===== config.mk =====
export PLATFORM = sky130hd
export DESIGN_NAME = gyro_yaw_integrator
export DESIGN_NICKNAME = d
export VERILOG_FILES = /design/src/hdl/gyi_pkg.sv /design/src/hdl/gyi_serial_mult.sv /design/src/hdl/gyro_yaw_integrator.sv
export SDC_FILE = /design/constraint.sdc
export NUM_CORES = 2
export LEC_CHECK = 0
export BUFFER_PORTS_ARGS = -buffer_cell sky130_fd_sc_hd__buf_2
export CAP_MARGIN = 20
export CORE_MARGIN = 5
export CORE_UTILIZATION = 30
export DETAILED_ROUTE_END_ITERATION = 7
export PLACE_DENSITY_LB_ADDON = 0.12
export SETUP_SLACK_MARGIN = 0.2
export SLEW_MARGIN = 15
export SYNTH_ARGS = -nofsm -noshare
export SYNTH_HDL_FRONTEND = slang
export SYNTH_SLANG_ARGS = --single-unit

===== constraint.sdc =====
create_clock -name aclk -period 6.9 [get_ports aclk]
set_input_delay 0 -clock aclk [delete_from_list [all_inputs] [get_ports aclk]]
set_output_delay 0 -clock aclk [all_outputs]
set_load 0.05 [all_outputs]

===== src/hdl/gyi_pkg.sv =====
`timescale 1ns / 1ps
// ----------------------------------------------------------------------------
// Yaw integrator package
// Field widths, register indexes, reset values and the multiplier interface.
// ----------------------------------------------------------------------------
package gyi_pkg;

    // Field widths
    localparam int RAW_W      = 16;
    localparam int REQ_W      = 2;
    localparam int RATE_W     = 19;
    localparam int YAW_OUT_W  = 25;
    localparam int OUT_DATA_W = 48;
    localparam int OUT_PAD_W  = OUT_DATA_W - (RATE_W + YAW_OUT_W + 1);
    localparam int CFG_IDX_W  = 3;
    localparam int CFG_DATA_W = 24;

    // Serial multiplier: signed A by unsigned B, one 4-bit digit of B a cycle
    localparam int MUL_A_W     = 20;
    localparam int MUL_B_W     = 24;
    localparam int MUL_DIGIT_W = 4;
    localparam int MUL_STEPS   = MUL_B_W / MUL_DIGIT_W;
    localparam int MUL_CNT_W   = $clog2(MUL_STEPS);
    localparam int PROD_W      = MUL_A_W + 1 + MUL_B_W;

    // Intermediate rate width, wide enough for scaling, bias and negation
    localparam int TMP_W = 22;

    localparam logic signed [TMP_W-1:0] RATE_MAX_T = 22'sd262143;
    localparam logic signed [TMP_W-1:0] RATE_MIN_T = -22'sd262144;
    localparam logic [16:0]             ALPHA_ONE  = 17'd65536;

    // Rounding of Q16 products
    localparam int                       RND_SHIFT  = 16;
    localparam logic signed [PROD_W-1:0] RND16_BIAS = PROD_W'(32768);

    // Request kinds
    localparam logic [REQ_W-1:0] REQ_SAMPLE = 2'd0;
    localparam logic [REQ_W-1:0] REQ_RESET  = 2'd1;
    localparam logic [REQ_W-1:0] REQ_MARK   = 2'd2;

    // Register indexes
    localparam logic [CFG_IDX_W-1:0] CFG_RATE_PER_LSB = 3'd0;
    localparam logic [CFG_IDX_W-1:0] CFG_GYRO_BIAS    = 3'd1;
    localparam logic [CFG_IDX_W-1:0] CFG_INVERT_SIGN  = 3'd2;
    localparam logic [CFG_IDX_W-1:0] CFG_FILTER_ALPHA = 3'd3;
    localparam logic [CFG_IDX_W-1:0] CFG_DEAD_ZONE    = 3'd4;
    localparam logic [CFG_IDX_W-1:0] CFG_STEP_SECONDS = 3'd5;
    localparam logic [CFG_IDX_W-1:0] CFG_MAX_STEP     = 3'd6;
    localparam logic [CFG_IDX_W-1:0] CFG_TURN_TARGET  = 3'd7;

    // Register reset values
    localparam logic [19:0]        RST_RATE_PER_LSB = 20'd256111;
    localparam logic signed [17:0] RST_GYRO_BIAS    = 18'sd0;
    localparam logic               RST_INVERT_SIGN  = 1'b0;
    localparam logic [16:0]        RST_FILTER_ALPHA = 17'd13107;
    localparam logic [15:0]        RST_DEAD_ZONE    = 16'd128;
    localparam logic [23:0]        RST_STEP_SECONDS = 24'd134218;
    localparam logic [23:0]        RST_MAX_STEP     = 24'd327680;
    localparam logic [23:0]        RST_TURN_TARGET  = 24'd5898240;

    typedef struct packed {
        logic                      start;
        logic signed [MUL_A_W-1:0] a;
        logic [MUL_B_W-1:0]        b;
    } mul_req_t;

    typedef struct packed {
        logic                     done;
        logic signed [PROD_W-1:0] prod;
    } mul_rsp_t;

endpackage


===== src/hdl/gyi_serial_mult.sv =====
`timescale 1ns / 1ps
// ----------------------------------------------------------------------------
// Digit-serial multiplier
// Signed by unsigned product, one 4-bit digit of the multiplier per cycle.
// ----------------------------------------------------------------------------
module gyi_serial_mult (
    input  logic              aclk,
    input  logic              aresetn,
    input  gyi_pkg::mul_req_t req,
    output gyi_pkg::mul_rsp_t rsp
);

    localparam int AW = gyi_pkg::MUL_A_W;
    localparam int BW = gyi_pkg::MUL_B_W;
    localparam int DW = gyi_pkg::MUL_DIGIT_W;
    localparam int CW = gyi_pkg::MUL_CNT_W;
    localparam int PW = AW + DW + 1;

    logic signed [AW-1:0] a_reg;
    logic signed [AW:0]   hi_reg, hi_next;
    logic [BW-1:0]        lo_reg, lo_next;
    logic [CW-1:0]        cnt_reg;
    logic                 busy_reg;
    logic                 done_reg;

    logic signed [PW-1:0] partial;
    logic signed [PW-1:0] acc;

    // The upper half accumulates A times the current digit, then the whole
    // product word moves down by one digit; B leaves through the low end.
    always_comb begin
        partial = a_reg * $signed({1'b0, lo_reg[DW-1:0]});
        acc     = {{DW{hi_reg[AW]}}, hi_reg} + partial;
        hi_next = acc[PW-1:DW];
        lo_next = {acc[DW-1:0], lo_reg[BW-1:DW]};
    end

    always_ff @(posedge aclk) begin
        if (!aresetn) begin
            busy_reg <= 1'b0;
            done_reg <= 1'b0;
            cnt_reg  <= '0;
        end else begin
            done_reg <= 1'b0;
            if (req.start) begin
                busy_reg <= 1'b1;
                cnt_reg  <= '0;
            end else if (busy_reg) begin
                cnt_reg <= cnt_reg + 1'b1;
                if (cnt_reg == CW'(gyi_pkg::MUL_STEPS - 1)) begin
                    busy_reg <= 1'b0;
                    done_reg <= 1'b1;
                end
            end
        end
    end

    always_ff @(posedge aclk) begin
        if (req.start) begin
            a_reg  <= req.a;
            hi_reg <= '0;
            lo_reg <= req.b;
        end else if (busy_reg) begin
            hi_reg <= hi_next;
            lo_reg <= lo_next;
        end
    end

    assign rsp.done = done_reg;
    assign rsp.prod = {hi_reg, lo_reg};

endmodule


===== src/hdl/gyro_yaw_integrator.sv =====
`timescale 1ns / 1ps
// ----------------------------------------------------------------------------
// Gyro yaw integrator
// Scales, filters and dead-zones Z gyro samples and integrates them into yaw.
// ----------------------------------------------------------------------------
// Usage. Requests arrive on the s_ channel: s_tuser carries the request kind
// (sample, reset of yaw and filter, or mark of the turn start) and s_tdata the
// raw signed gyro count. Every accepted item gives exactly one result item on
// the m_ channel with the reported rate, the yaw angle and the turn flag.
// Registers are written through the cfg_ channel, which is always ready; write
// them only while no item is in flight.
// Sequencing. One item is worked on at a time. A reset, mark or unused request
// goes through the turn difference and wrap steps to the output. A sample passes
// up to three times through the 4-bit digit-serial multiplier (scaling, filter,
// step), with add and compare steps between them; the filter product is skipped
// when the filter is loaded directly, and the step product when the filtered rate
// is zero or falls in the dead zone.
// The result sits in an output register, so a stalled receiver holds only the
// final step; s_tready returns once the result has been loaded.
// Reset clears yaw, turn start, filter and reported rate, loads the register
// defaults and leaves the output channel empty.
// ----------------------------------------------------------------------------
module gyro_yaw_integrator #(
    parameter int RATE_FRAC_BITS  = 8,
    parameter int ANGLE_FRAC_BITS = 16
) (
    input  logic                                aclk,
    input  logic                                aresetn,
    // Request channel
    input  logic                                s_tvalid,
    output logic                                s_tready,
    input  logic [gyi_pkg::RAW_W-1:0]           s_tdata,   // [15:0] gyro_raw
    input  logic [gyi_pkg::REQ_W-1:0]           s_tuser,   // [1:0] req_type
    // Result channel
    output logic                                m_tvalid,
    input  logic                                m_tready,
    output logic [gyi_pkg::OUT_DATA_W-1:0]      m_tdata,   // [18:0] rate_out,
                                                           // [43:19] yaw_out,
                                                           // [44] turn_reached
    // Register write channel
    input  logic                                cfg_valid,
    output logic                                cfg_ready,
    input  logic [gyi_pkg::CFG_IDX_W-1:0]       cfg_index,
    input  logic [gyi_pkg::CFG_DATA_W-1:0]      cfg_data
);

    localparam int AW = gyi_pkg::MUL_A_W;
    localparam int BW = gyi_pkg::MUL_B_W;
    localparam int PW = gyi_pkg::PROD_W;
    localparam int TW = gyi_pkg::TMP_W;
    localparam int RW = gyi_pkg::RATE_W;

    // Yaw holds +-180 degrees; sums and differences need one bit more.
    localparam int YAW_W      = ANGLE_FRAC_BITS + 9;
    localparam int STEP_SHIFT = 24 + RATE_FRAC_BITS - ANGLE_FRAC_BITS;

    localparam logic signed [YAW_W:0] HALF_TURN =
        (YAW_W + 1)'(180 * (2 ** ANGLE_FRAC_BITS));
    localparam logic signed [YAW_W:0] FULL_TURN =
        (YAW_W + 1)'(360 * (2 ** ANGLE_FRAC_BITS));
    localparam logic signed [PW-1:0] STEP_RND = PW'(2 ** (STEP_SHIFT - 1));

    // Sequencer states
    localparam logic [4:0] ST_IDLE       = 5'd0;
    localparam logic [4:0] ST_MUL_SCALE  = 5'd1;
    localparam logic [4:0] ST_SC_ROUND   = 5'd2;
    localparam logic [4:0] ST_SC_BIAS    = 5'd3;
    localparam logic [4:0] ST_SC_SAT     = 5'd4;
    localparam logic [4:0] ST_F_START    = 5'd5;
    localparam logic [4:0] ST_MUL_FILT   = 5'd6;
    localparam logic [4:0] ST_F_ROUND    = 5'd7;
    localparam logic [4:0] ST_F_ADD      = 5'd8;
    localparam logic [4:0] ST_DEAD_ZONE  = 5'd9;
    localparam logic [4:0] ST_MUL_STEP   = 5'd10;
    localparam logic [4:0] ST_STEP_ROUND = 5'd11;
    localparam logic [4:0] ST_STEP_CLAMP = 5'd12;
    localparam logic [4:0] ST_YAW_ADD    = 5'd13;
    localparam logic [4:0] ST_YAW_WRAP   = 5'd14;
    localparam logic [4:0] ST_TURN_DIFF  = 5'd15;
    localparam logic [4:0] ST_TURN_WRAP  = 5'd16;
    localparam logic [4:0] ST_EMIT       = 5'd17;

    logic [4:0] state_reg, state_next;

    // Configuration registers
    logic [19:0]        rate_per_lsb_reg;
    logic signed [17:0] gyro_bias_reg;
    logic               invert_sign_reg;
    logic [16:0]        filter_alpha_reg;
    logic [15:0]        dead_zone_reg;
    logic [23:0]        step_seconds_reg;
    logic [23:0]        max_step_reg;
    logic [23:0]        turn_target_reg;

    // Architectural state
    logic signed [RW-1:0]    filt_reg, filt_next;
    logic                    primed_reg, primed_next;
    logic signed [RW-1:0]    rpt_reg, rpt_next;
    logic signed [YAW_W-1:0] yaw_reg, yaw_next;
    logic signed [YAW_W-1:0] start_reg, start_next;

    // Working registers
    logic signed [TW-1:0]    tmp_reg, tmp_next;
    logic signed [RW-1:0]    cur_rate_reg, cur_rate_next;
    logic signed [PW-1:0]    srnd_reg, srnd_next;
    logic signed [YAW_W:0]   lim_reg, lim_next;
    logic signed [YAW_W:0]   step_reg, step_next;
    logic signed [YAW_W:0]   sum_reg, sum_next;

    // Output register
    logic                             m_tvalid_reg, m_tvalid_next;
    logic [gyi_pkg::OUT_DATA_W-1:0]   m_tdata_reg, m_tdata_next;

    gyi_pkg::mul_req_t mul_req;
    gyi_pkg::mul_rsp_t mul_rsp;

    // Datapath helpers
    logic                     s_accept;
    logic                     out_free;
    logic signed [PW-1:0]     prod_s;
    logic signed [PW-1:0]     rnd16_sum, rnd16;
    logic signed [PW-1:0]     step_sum, step_shr;
    logic signed [TW-1:0]     bias_ext;
    logic signed [RW-1:0]     sat_rate;
    logic signed [AW-1:0]     rate_diff;
    logic [16:0]              alpha_eff;
    logic signed [RW+1:0]     filt_w, dz_w;
    logic                     in_dead;
    logic signed [PW-1:0]     max_ext, half_ext, lim_ext;
    logic signed [YAW_W:0]    wrapped;
    logic signed [YAW_W:0]    abs_diff;
    logic signed [PW-1:0]     abs_ext, tgt_ext;
    logic                     reached;

    gyi_serial_mult u_mult (
        .aclk    (aclk),
        .aresetn (aresetn),
        .req     (mul_req),
        .rsp     (mul_rsp)
    );

    assign s_tready = (state_reg == ST_IDLE);
    assign s_accept = s_tvalid && s_tready;
    assign out_free = !m_tvalid_reg || m_tready;
    assign cfg_ready = 1'b1;

    assign m_tvalid = m_tvalid_reg;
    assign m_tdata  = m_tdata_reg;

    always_comb begin
        prod_s    = mul_rsp.prod;
        rnd16_sum = prod_s + gyi_pkg::RND16_BIAS;
        rnd16     = rnd16_sum >>> gyi_pkg::RND_SHIFT;
        step_sum  = prod_s + STEP_RND;
        step_shr  = step_sum >>> STEP_SHIFT;

        bias_ext  = TW'(gyro_bias_reg);
        if (tmp_reg > gyi_pkg::RATE_MAX_T) begin
            sat_rate = RW'(gyi_pkg::RATE_MAX_T);
        end else if (tmp_reg < gyi_pkg::RATE_MIN_T) begin
            sat_rate = RW'(gyi_pkg::RATE_MIN_T);
        end else begin
            sat_rate = tmp_reg[RW-1:0];
        end

        rate_diff = AW'(cur_rate_reg) - AW'(filt_reg);
        alpha_eff = (filter_alpha_reg > gyi_pkg::ALPHA_ONE) ? gyi_pkg::ALPHA_ONE
                                                            : filter_alpha_reg;

        // Rates strictly inside the dead zone are forced to zero.
        filt_w  = (RW + 2)'(filt_reg);
        dz_w    = (RW + 2)'(dead_zone_reg);
        in_dead = (filt_w > -dz_w) && (filt_w < dz_w);

        // The step limit never exceeds half a turn, so one wrap is enough.
        max_ext  = PW'(max_step_reg);
        half_ext = PW'(HALF_TURN);
        lim_ext  = PW'(lim_reg);

        if (sum_reg > HALF_TURN) begin
            wrapped = sum_reg - FULL_TURN;
        end else if (sum_reg < -HALF_TURN) begin
            wrapped = sum_reg + FULL_TURN;
        end else begin
            wrapped = sum_reg;
        end

        abs_diff = sum_reg[YAW_W] ? -sum_reg : sum_reg;
        abs_ext  = PW'(abs_diff);
        tgt_ext  = PW'(turn_target_reg);
        reached  = (abs_ext >= tgt_ext);
    end

    always_comb begin
        state_next    = state_reg;
        filt_next     = filt_reg;
        primed_next   = primed_reg;
        rpt_next      = rpt_reg;
        yaw_next      = yaw_reg;
        start_next    = start_reg;
        tmp_next      = tmp_reg;
        cur_rate_next = cur_rate_reg;
        srnd_next     = srnd_reg;
        lim_next      = lim_reg;
        step_next     = step_reg;
        sum_next      = sum_reg;
        m_tvalid_next = m_tvalid_reg;
        m_tdata_next  = m_tdata_reg;

        mul_req.start = 1'b0;
        mul_req.a     = AW'($signed(s_tdata));
        mul_req.b     = BW'(rate_per_lsb_reg);

        if (m_tvalid_reg && m_tready) begin
            m_tvalid_next = 1'b0;
        end

        case (state_reg)
            ST_IDLE: begin
                if (s_accept) begin
                    case (s_tuser)
                        gyi_pkg::REQ_SAMPLE: begin
                            mul_req.start = 1'b1;
                            state_next    = ST_MUL_SCALE;
                        end
                        gyi_pkg::REQ_RESET: begin
                            yaw_next    = '0;
                            filt_next   = '0;
                            primed_next = 1'b0;
                            state_next  = ST_TURN_DIFF;
                        end
                        gyi_pkg::REQ_MARK: begin
                            start_next = yaw_reg;
                            state_next = ST_TURN_DIFF;
                        end
                        default: begin
                            state_next = ST_TURN_DIFF;
                        end
                    endcase
                end
            end
            ST_MUL_SCALE: begin
                if (mul_rsp.done) begin
                    state_next = ST_SC_ROUND;
                end
            end
            ST_SC_ROUND: begin
                tmp_next   = rnd16[TW-1:0];
                state_next = ST_SC_BIAS;
            end
            ST_SC_BIAS: begin
                tmp_next   = invert_sign_reg ? (bias_ext - tmp_reg) : (tmp_reg - bias_ext);
                state_next = ST_SC_SAT;
            end
            ST_SC_SAT: begin
                cur_rate_next = sat_rate;
                if (primed_reg) begin
                    state_next = ST_F_START;
                end else begin
                    // First sample after reset loads the filter directly.
                    filt_next   = sat_rate;
                    primed_next = 1'b1;
                    state_next  = ST_DEAD_ZONE;
                end
            end
            ST_F_START: begin
                mul_req.start = 1'b1;
                mul_req.a     = rate_diff;
                mul_req.b     = BW'(alpha_eff);
                state_next    = ST_MUL_FILT;
            end
            ST_MUL_FILT: begin
                if (mul_rsp.done) begin
                    state_next = ST_F_ROUND;
                end
            end
            ST_F_ROUND: begin
                tmp_next   = rnd16[TW-1:0];
                state_next = ST_F_ADD;
            end
            ST_F_ADD: begin
                filt_next  = filt_reg + $signed(tmp_reg[RW-1:0]);
                state_next = ST_DEAD_ZONE;
            end
            ST_DEAD_ZONE: begin
                if (in_dead) begin
                    rpt_next = '0;
                end else begin
                    rpt_next = filt_reg;
                end
                if (!in_dead && (filt_reg != '0)) begin
                    mul_req.start = 1'b1;
                    mul_req.a     = AW'(filt_reg);
                    mul_req.b     = BW'(step_seconds_reg);
                    state_next    = ST_MUL_STEP;
                end else begin
                    state_next = ST_TURN_DIFF;
                end
            end
            ST_MUL_STEP: begin
                if (mul_rsp.done) begin
                    state_next = ST_STEP_ROUND;
                end
            end
            ST_STEP_ROUND: begin
                srnd_next = step_shr;
                if (max_ext > half_ext) begin
                    lim_next = HALF_TURN;
                end else begin
                    lim_next = (YAW_W + 1)'(max_step_reg);
                end
                state_next = ST_STEP_CLAMP;
            end
            ST_STEP_CLAMP: begin
                if (srnd_reg > lim_ext) begin
                    step_next = lim_reg;
                end else if (srnd_reg < -lim_ext) begin
                    step_next = -lim_reg;
                end else begin
                    step_next = srnd_reg[YAW_W:0];
                end
                state_next = ST_YAW_ADD;
            end
            ST_YAW_ADD: begin
                sum_next   = (YAW_W + 1)'(yaw_reg) + step_reg;
                state_next = ST_YAW_WRAP;
            end
            ST_YAW_WRAP: begin
                yaw_next   = wrapped[YAW_W-1:0];
                state_next = ST_TURN_DIFF;
            end
            ST_TURN_DIFF: begin
                sum_next   = (YAW_W + 1)'(yaw_reg) - (YAW_W + 1)'(start_reg);
                state_next = ST_TURN_WRAP;
            end
            ST_TURN_WRAP: begin
                sum_next   = wrapped;
                state_next = ST_EMIT;
            end
            ST_EMIT: begin
                if (out_free) begin
                    m_tvalid_next = 1'b1;
                    m_tdata_next  = {{gyi_pkg::OUT_PAD_W{1'b0}}, reached,
                                     gyi_pkg::YAW_OUT_W'(yaw_reg), rpt_reg};
                    state_next    = ST_IDLE;
                end
            end
            default: begin
                state_next = ST_IDLE;
            end
        endcase
    end

    always_ff @(posedge aclk) begin
        if (!aresetn) begin
            state_reg    <= ST_IDLE;
            filt_reg     <= '0;
            primed_reg   <= 1'b0;
            rpt_reg      <= '0;
            yaw_reg      <= '0;
            start_reg    <= '0;
            m_tvalid_reg <= 1'b0;
        end else begin
            state_reg    <= state_next;
            filt_reg     <= filt_next;
            primed_reg   <= primed_next;
            rpt_reg      <= rpt_next;
            yaw_reg      <= yaw_next;
            start_reg    <= start_next;
            m_tvalid_reg <= m_tvalid_next;
        end
    end

    always_ff @(posedge aclk) begin
        tmp_reg      <= tmp_next;
        cur_rate_reg <= cur_rate_next;
        srnd_reg     <= srnd_next;
        lim_reg      <= lim_next;
        step_reg     <= step_next;
        sum_reg      <= sum_next;
        m_tdata_reg  <= m_tdata_next;
    end

    // Register writes
    always_ff @(posedge aclk) begin
        if (!aresetn) begin
            rate_per_lsb_reg <= gyi_pkg::RST_RATE_PER_LSB;
            gyro_bias_reg    <= gyi_pkg::RST_GYRO_BIAS;
            invert_sign_reg  <= gyi_pkg::RST_INVERT_SIGN;
            filter_alpha_reg <= gyi_pkg::RST_FILTER_ALPHA;
            dead_zone_reg    <= gyi_pkg::RST_DEAD_ZONE;
            step_seconds_reg <= gyi_pkg::RST_STEP_SECONDS;
            max_step_reg     <= gyi_pkg::RST_MAX_STEP;
            turn_target_reg  <= gyi_pkg::RST_TURN_TARGET;
        end else if (cfg_valid && cfg_ready) begin
            case (cfg_index)
                gyi_pkg::CFG_RATE_PER_LSB: rate_per_lsb_reg <= cfg_data[19:0];
                gyi_pkg::CFG_GYRO_BIAS:    gyro_bias_reg    <= $signed(cfg_data[17:0]);
                gyi_pkg::CFG_INVERT_SIGN:  invert_sign_reg  <= cfg_data[0];
                gyi_pkg::CFG_FILTER_ALPHA: filter_alpha_reg <= cfg_data[16:0];
                gyi_pkg::CFG_DEAD_ZONE:    dead_zone_reg    <= cfg_data[15:0];
                gyi_pkg::CFG_STEP_SECONDS: step_seconds_reg <= cfg_data[23:0];
                gyi_pkg::CFG_MAX_STEP:     max_step_reg     <= cfg_data[23:0];
                gyi_pkg::CFG_TURN_TARGET:  turn_target_reg  <= cfg_data[23:0];
                default: begin
                end
            endcase
        end
    end

endmodule


-- After elaboration in Yosys (flattened, before gate mapping)
Index checks and enable logic that the tools add are counted.
- logic and storage cells: 173
- input port bits: 50
- flip-flop bits (word level): 500
- output and inout bits: 51
- order comparisons: 11
- $mul: 1
- add/sub/neg operators: 15
- equal/unequal tests: 35
- bitwise operators: 2
- reductions and logical operators: 35
- mux-type cells: 45
- operators with widths (operator ; count):
    2-to-1 mux 26 bit ; 5
    2-to-1 mux 19 bit ; 6
    case mux 5 bit (18 select lines) ; 1
    case mux 44 bit (2 select lines) ; 1
    case mux 26 bit (3 select lines) ; 1
    case mux 19 bit (3 select lines) ; 1
    2-to-1 mux 25 bit ; 2
    case mux 25 bit (2 select lines) ; 1
    2-to-1 mux 24 bit ; 2
    adder 45 x 17 -> 45 bit (second input constant) ; 1
    < comparator 29 x 45 -> 1 bit ; 1
    2-to-1 mux 45 bit ; 1
    negator 24 -> 45 bit ; 1
    case mux 22 bit (2 select lines) ; 1
    == test 5 x 4 -> 1 bit (second input constant) ; 8
    > comparator 29 x 25 -> 1 bit ; 1
    adder 25 x 26 -> 26 bit ; 1
    adder 26 bit (second input constant) ; 1
    >= comparator 26 x 25 -> 1 bit ; 1
    > comparator 26 x 25 -> 1 bit (second input constant) ; 1
    < comparator 26 x 25 -> 1 bit (second input constant) ; 1
    negator 24 -> 26 bit ; 1
    negator 26 bit ; 1
    subtractor 25 x 25 -> 26 bit ; 1
    51 further kinds ; 102

-- Logic depth before layout (Yosys ltp)
- word-level depth: 8
- gate-level depth with buffers: 24
- gate-level depth less buffers: 20

-- Modules after synthesis
Synthesis repeated with hierarchy kept, for this count alone.
- cell total of the unflattened synthesis: 3885
- area, all modules: 33831.2 sq um
- modules (own cells, without submodules) (module ; times used ; cells an instance ; seq. area each (sq um) ; area an instance (sq um)):
    gyro_yaw_integrator ; 1 ; 3280 ; 10520.1 ; 27759.1
    gyi_serial_mult ; 1 ; 605 ; 1841.8 ; 6072.1

-- Worst setup path before layout
No wires, ideal clock.
- path type: flip-flop to flip-flop
- start point: reg state_reg[3]
- end point: reg sum_reg[25], data pin
- stages on the path, launching flop included: 19
- required time: 6.631 ns
- clock period less this slack: 5.009 ns
- slack: 1.891 ns
- buffers on the path: 2
- data arrival time: 4.740 ns
- cell sequence: dfxtp_1 > clkbuf_1 > nand3b_1 > nor2_1 > nand2_1 > clkbuf_1 > mux2_2 > inv_1 > ha_1 > nor2b_1 > o31a_1 > o41a_1 > o41a_1 > a41o_1 > a21oi_2 > o21ai_1 > a31oi_1 > xor2_1 > a21oi_1
- word-level cells in the longest chain between the ends: 2
- elaborated cells on any way between the ends: 4
- classes of those cells: 3 x eq/ne; 1 x mux
- RTL lines (item ; RTL line ; RTL):
    from (decl) ; gyro_yaw_integrator.sv:83 ; logic [4:0] state_reg, state_next;
    from (signal assigned) ; gyro_yaw_integrator.sv:364 ; state_reg <= state_next;
    == test 5 bit / == test 5 x 4 -> 1 bit (equally long branches) ; gyro_yaw_integrator.sv:218 ; case (state_reg)
    case mux 26 bit (3 select lines) * ; gyro_yaw_integrator.sv:218 ;
    named net sum_next[25] ; gyro_yaw_integrator.sv:108 ; logic signed [YAW_W:0] sum_reg, sum_next;
    to (signal assigned) ; gyro_yaw_integrator.sv:380 ; sum_reg <= sum_next;
    to (decl) ; gyro_yaw_integrator.sv:108 ;
The timed path passes the listed nets; every way through them passes the cells marked *.
A chain may end at the register's enable or synchronous reset.

-- Final worst setup path
- start point: reg lim_reg[0]
- end point: reg step_reg[13], data pin
- word-level cells in the longest chain between the ends: 4
- elaborated cells on any way between the ends: 6
- classes of those cells: 2 x add/sub; 2 x order compare; 2 x mux
- RTL lines (item ; RTL line ; RTL):
    from (decl) ; gyro_yaw_integrator.sv:106 ; logic signed [YAW_W:0] lim_reg, lim_next;
    from (signal assigned) ; gyro_yaw_integrator.sv:378 ; lim_reg <= lim_next;
    negator 24 -> 45 bit ; gyro_yaw_integrator.sv:317 ; end else if (srnd_reg < -lim_ext) begin
    < comparator 29 x 45 -> 1 bit ; gyro_yaw_integrator.sv:317 ;
    2-to-1 mux 26 bit ; gyro_yaw_integrator.sv:317 ;
    2-to-1 mux 26 bit * ; gyro_yaw_integrator.sv:315 ; if (srnd_reg > lim_ext) begin
    to (signal assigned) ; gyro_yaw_integrator.sv:379 ; step_reg <= step_next;
    to (decl) ; gyro_yaw_integrator.sv:107 ; logic signed [YAW_W:0] step_reg, step_next;
Every way passes the cells marked *; elsewhere a longest branch is shown, timed or not.

==> metrics.yaml <==
logic_synthesis:
  ys_seq_elements: 500
  ys.flop_type: "dfxtp_1"
  synth_cells: 3666
  synthTopCellsByArea: "edfxtp_1 22%, dfxtp_1 16%, ha_1 11%"
  synth_edf_count: 235
  yosysWarningCount: 0
  synth.distinct_cells: 95
  synth_top_area_cell: "edfxtp_1"
  syn_area_per_cell_sq_um: 8.930
  synth-async-reset-ratio_pct: 0
  syn_area_sq_mm: 0.03274
  seq_area_frac_synth_pct: 37.76
  synth_top_area_share_pct: 21.56
pwr:
  max-vdd-ir-drop_mv: 0.2898
  power_uw: 15840
  leakage_uw: 0.01477
  p_per_area_mw_per_mm2: 423.3
global_routing:
  grt_first_pass_wirelength_um: 164700
  antenna_found_initial: 1
  grt_max_degree: 120
  grt_pass1_vias: 26250
  grt-ovfl-total: 0
  grtUsageTotal_pct: 18.26
worst_setup_path:
  cpMaxStageDelayCell: "and3_1"
  crit_path_cell_trace: "inv_1, ha_1, nor3b_1, and3_1, and3_1, nand3b_2, nor3_4, and3_1, and3_1, ha_1, nand4_1, nor2_1, nand4_1, or3_1, nor4_1, a211o_1, o22ai_4, buf_4, mux2i_1, mux2_2"
  required_ps: 7270
  critPathCaptureType: "flip-flop"
  worstReg2RegStart: "lim_reg[0]$_SDFFCE_PN0P_"
  arrival_ps: 6040
  cp_top_family: "simple AND/OR/NAND/NOR gates"
  cp_common_cell: "and3_1"
  cp_num_buf_inv: 2
  worstSetupPathType: "reg2reg"
  crit_start: "lim_reg[0]$_SDFFCE_PN0P_"
  critPathMaxStageDelay_ps: 480
  startpoint_type: "flip-flop"
  crit_fanout: 15
detailed_routing:
  drt_iter0_drc: 1523
  drc_errors: 0
  drt-total-wl_um: 108800
  viasPerCell: 5.056
  wire_per_inst_um: 20.83
  ant_nets: 0
  vias: 26420
  first_pass_iters: 6
clock_network:
  cts_buffers: 61
  cts_tree: "built"
  cts.reportedPaths.clkPinSlew_ps: 60
  cts_buffer_depth: 3
  clk-insertion-delay-late_ps: 660
  root_buffer: "clkbuf_16"
  clock-sinks: 500
  htreeDepth: 2
  cts_resized: 0
layout:
  drive_gt1_share_pct: 8.430
  largest_register_ffs: 45
  stdcell_count: 5225
  area_delta_synth_final_pct: 14.33
  final_cell_area_sq_mm: 0.03743
  fin_util_pct: 34.43
  num-nets-final: 4163
  seqCellArea_sq_mm: 0.01236
  multiInputGateArea_sq_mm: 0.01904
  fill_cells: 11280
timing:
  drv_slew: 0
  setup_violations: 0
  fin_crit_ps: 5672
  post-route-period-util_pct: 82.20
  grt_setup_unrepaired: "no"
  finalSetupTns_ps: 0
  max_freq_ghz: 0.1763
  worstMarginPinSlew_ps: 1049
  finalHoldViolCount: 0
  slew_headroom_pct: 29.84
  clock-skew-final_ps: 44.59
worst_hold_path:
  worstHoldStart: "cfg_index[2]"
  worstHoldPathType: "in2reg"
place:
  dp.final_hpwl_um: 80640
  routabilityCongestion: 0.8590
  placed_area_sq_mm: 0.03477
  placedCellCount: 5058
  portBuffers: 96
floorplan:
  die_h_um: 340.3
  fp-row-count: 121
  ios: 101
  core_area_sq_mm: 0.1087
  start_util_pct: 30.12
  die_w_um: 340.3
  dieArea_sq_mm: 0.1158
flow_run:
  max_cap_viol_count: 0
status:
  status: "complete, no violations"
worst reg2reg max path, cell delays in order, from the launching register on:
cell and delay, ps:
edfxtp_1 450, inv_1 90, ha_1 210, nor3b_1 420, and3_1 300, and3_1 300
nand3b_2 170, nor3_4 250, and3_1 480, and3_1 270, ha_1 240, nand4_1 130
nor2_1 200, nand4_1 160, or3_1 420, nor4_1 310, a211o_1 210, o22ai_4 160
buf_4 240, mux2i_1 140, mux2_2 260
through the flow:
step	setup slack [ps]	hold slack, ps
3_5_place_dp	1257	341.6
5_1_grt	834.4	105.7
6_report	1228	86.63
3_3_place_gp	1312	335.8
2_1_floorplan	1891	124.0
4_1_cts	1223	10.29
placed cells by master (no fill, tap or decap), types with 66 or more instances in the layout:
cell	synthesis	layout
edfxtp_1	235	235
o21ai_0	152	151
nand2_1	556	556
nand3_1	75	75
inv_1	205	205
buf_2	10	96
fa_1	66	66
nor2_1	259	252
ha_1	290	290
xnor2_1	139	139
a21oi_1	316	315
dfxtp_1	265	265
and2_1	103	103
final timing paths:
| kind | end | slack, ps | cells past startpoint |
|---|---|---|---|
| worst min-delay path | step_seconds_reg[12]$_SDFFE_PN0P_ | 90 | 5 |
| worst max register to register | step_reg[13]$_DFFE_PP_ | 1230 | 20 |
| worst min register to register | m_tdata[15]$_DFFE_PP_ | 440 | 0 |
| worst max-delay path | step_reg[13]$_DFFE_PP_ | 1230 | 20 |
final cells by class:
cell class	instances	share of cell area, %
sequential	500	33.03
clock inverter	36	1.314
multi-input combinational	2797	50.88
antenna	3	0.02006
tap	1414	4.727
inverter	207	2.089
timing repair buffer	190	3.533
clock buffer	78	4.413
synthesized netlist by cell type, drive strengths merged (68+ instances only):
library cell / instances
a21oi: 317
and2: 103
clkbuf: 139
dfxtp: 265
edfxtp: 235
ha: 290
inv: 206
nand2: 558
nand3: 75
nor2: 261
nor3: 68
o21ai: 158
xnor2: 142
kinds of logic (layout without fill, tap and decap cells):
kind of cell             count (synthesis)  in the layout  synth area share (%)
buffers and inverters                  371            511                 4.399
AND/OR/NAND/NOR                       1316           1316                 18.91
other                                    2              7               0.02294
adder cells (fa/ha/maj)                356            356                 15.12
flip-flops                             500            500                 37.76
XOR/XNOR                               202            202                 5.473
multiplexers                            64             64                 2.049
AO/OA/AOI/OAI                          855            855                 16.27
per-layer routing:
metal	wire, um	global-route usage (%)	vias to the layer above
met5	0	0	-
met4	2725	4.733	0
met3	3687	2.300	114
met2	51050	30.90	439
met1	51380	24.72	12710
li1	-	-	13150
timing repair:
item / 4_1_cts / 5_1_grt
hold buffers: 50 / 0
hold endpoints to repair: 201 / 0
setup buffers: 0 / 0
power breakdown:
| group | internal [uW] | switching, uW | leakage [uW] |
|---|---|---|---|
| registers | 3630 | 607 | 0.00426 |
| logic | 3490 | 4610 | 0.00947 |
| clock network | 2080 | 1420 | 0.00104 |
(Power assumes the default switching activity.)
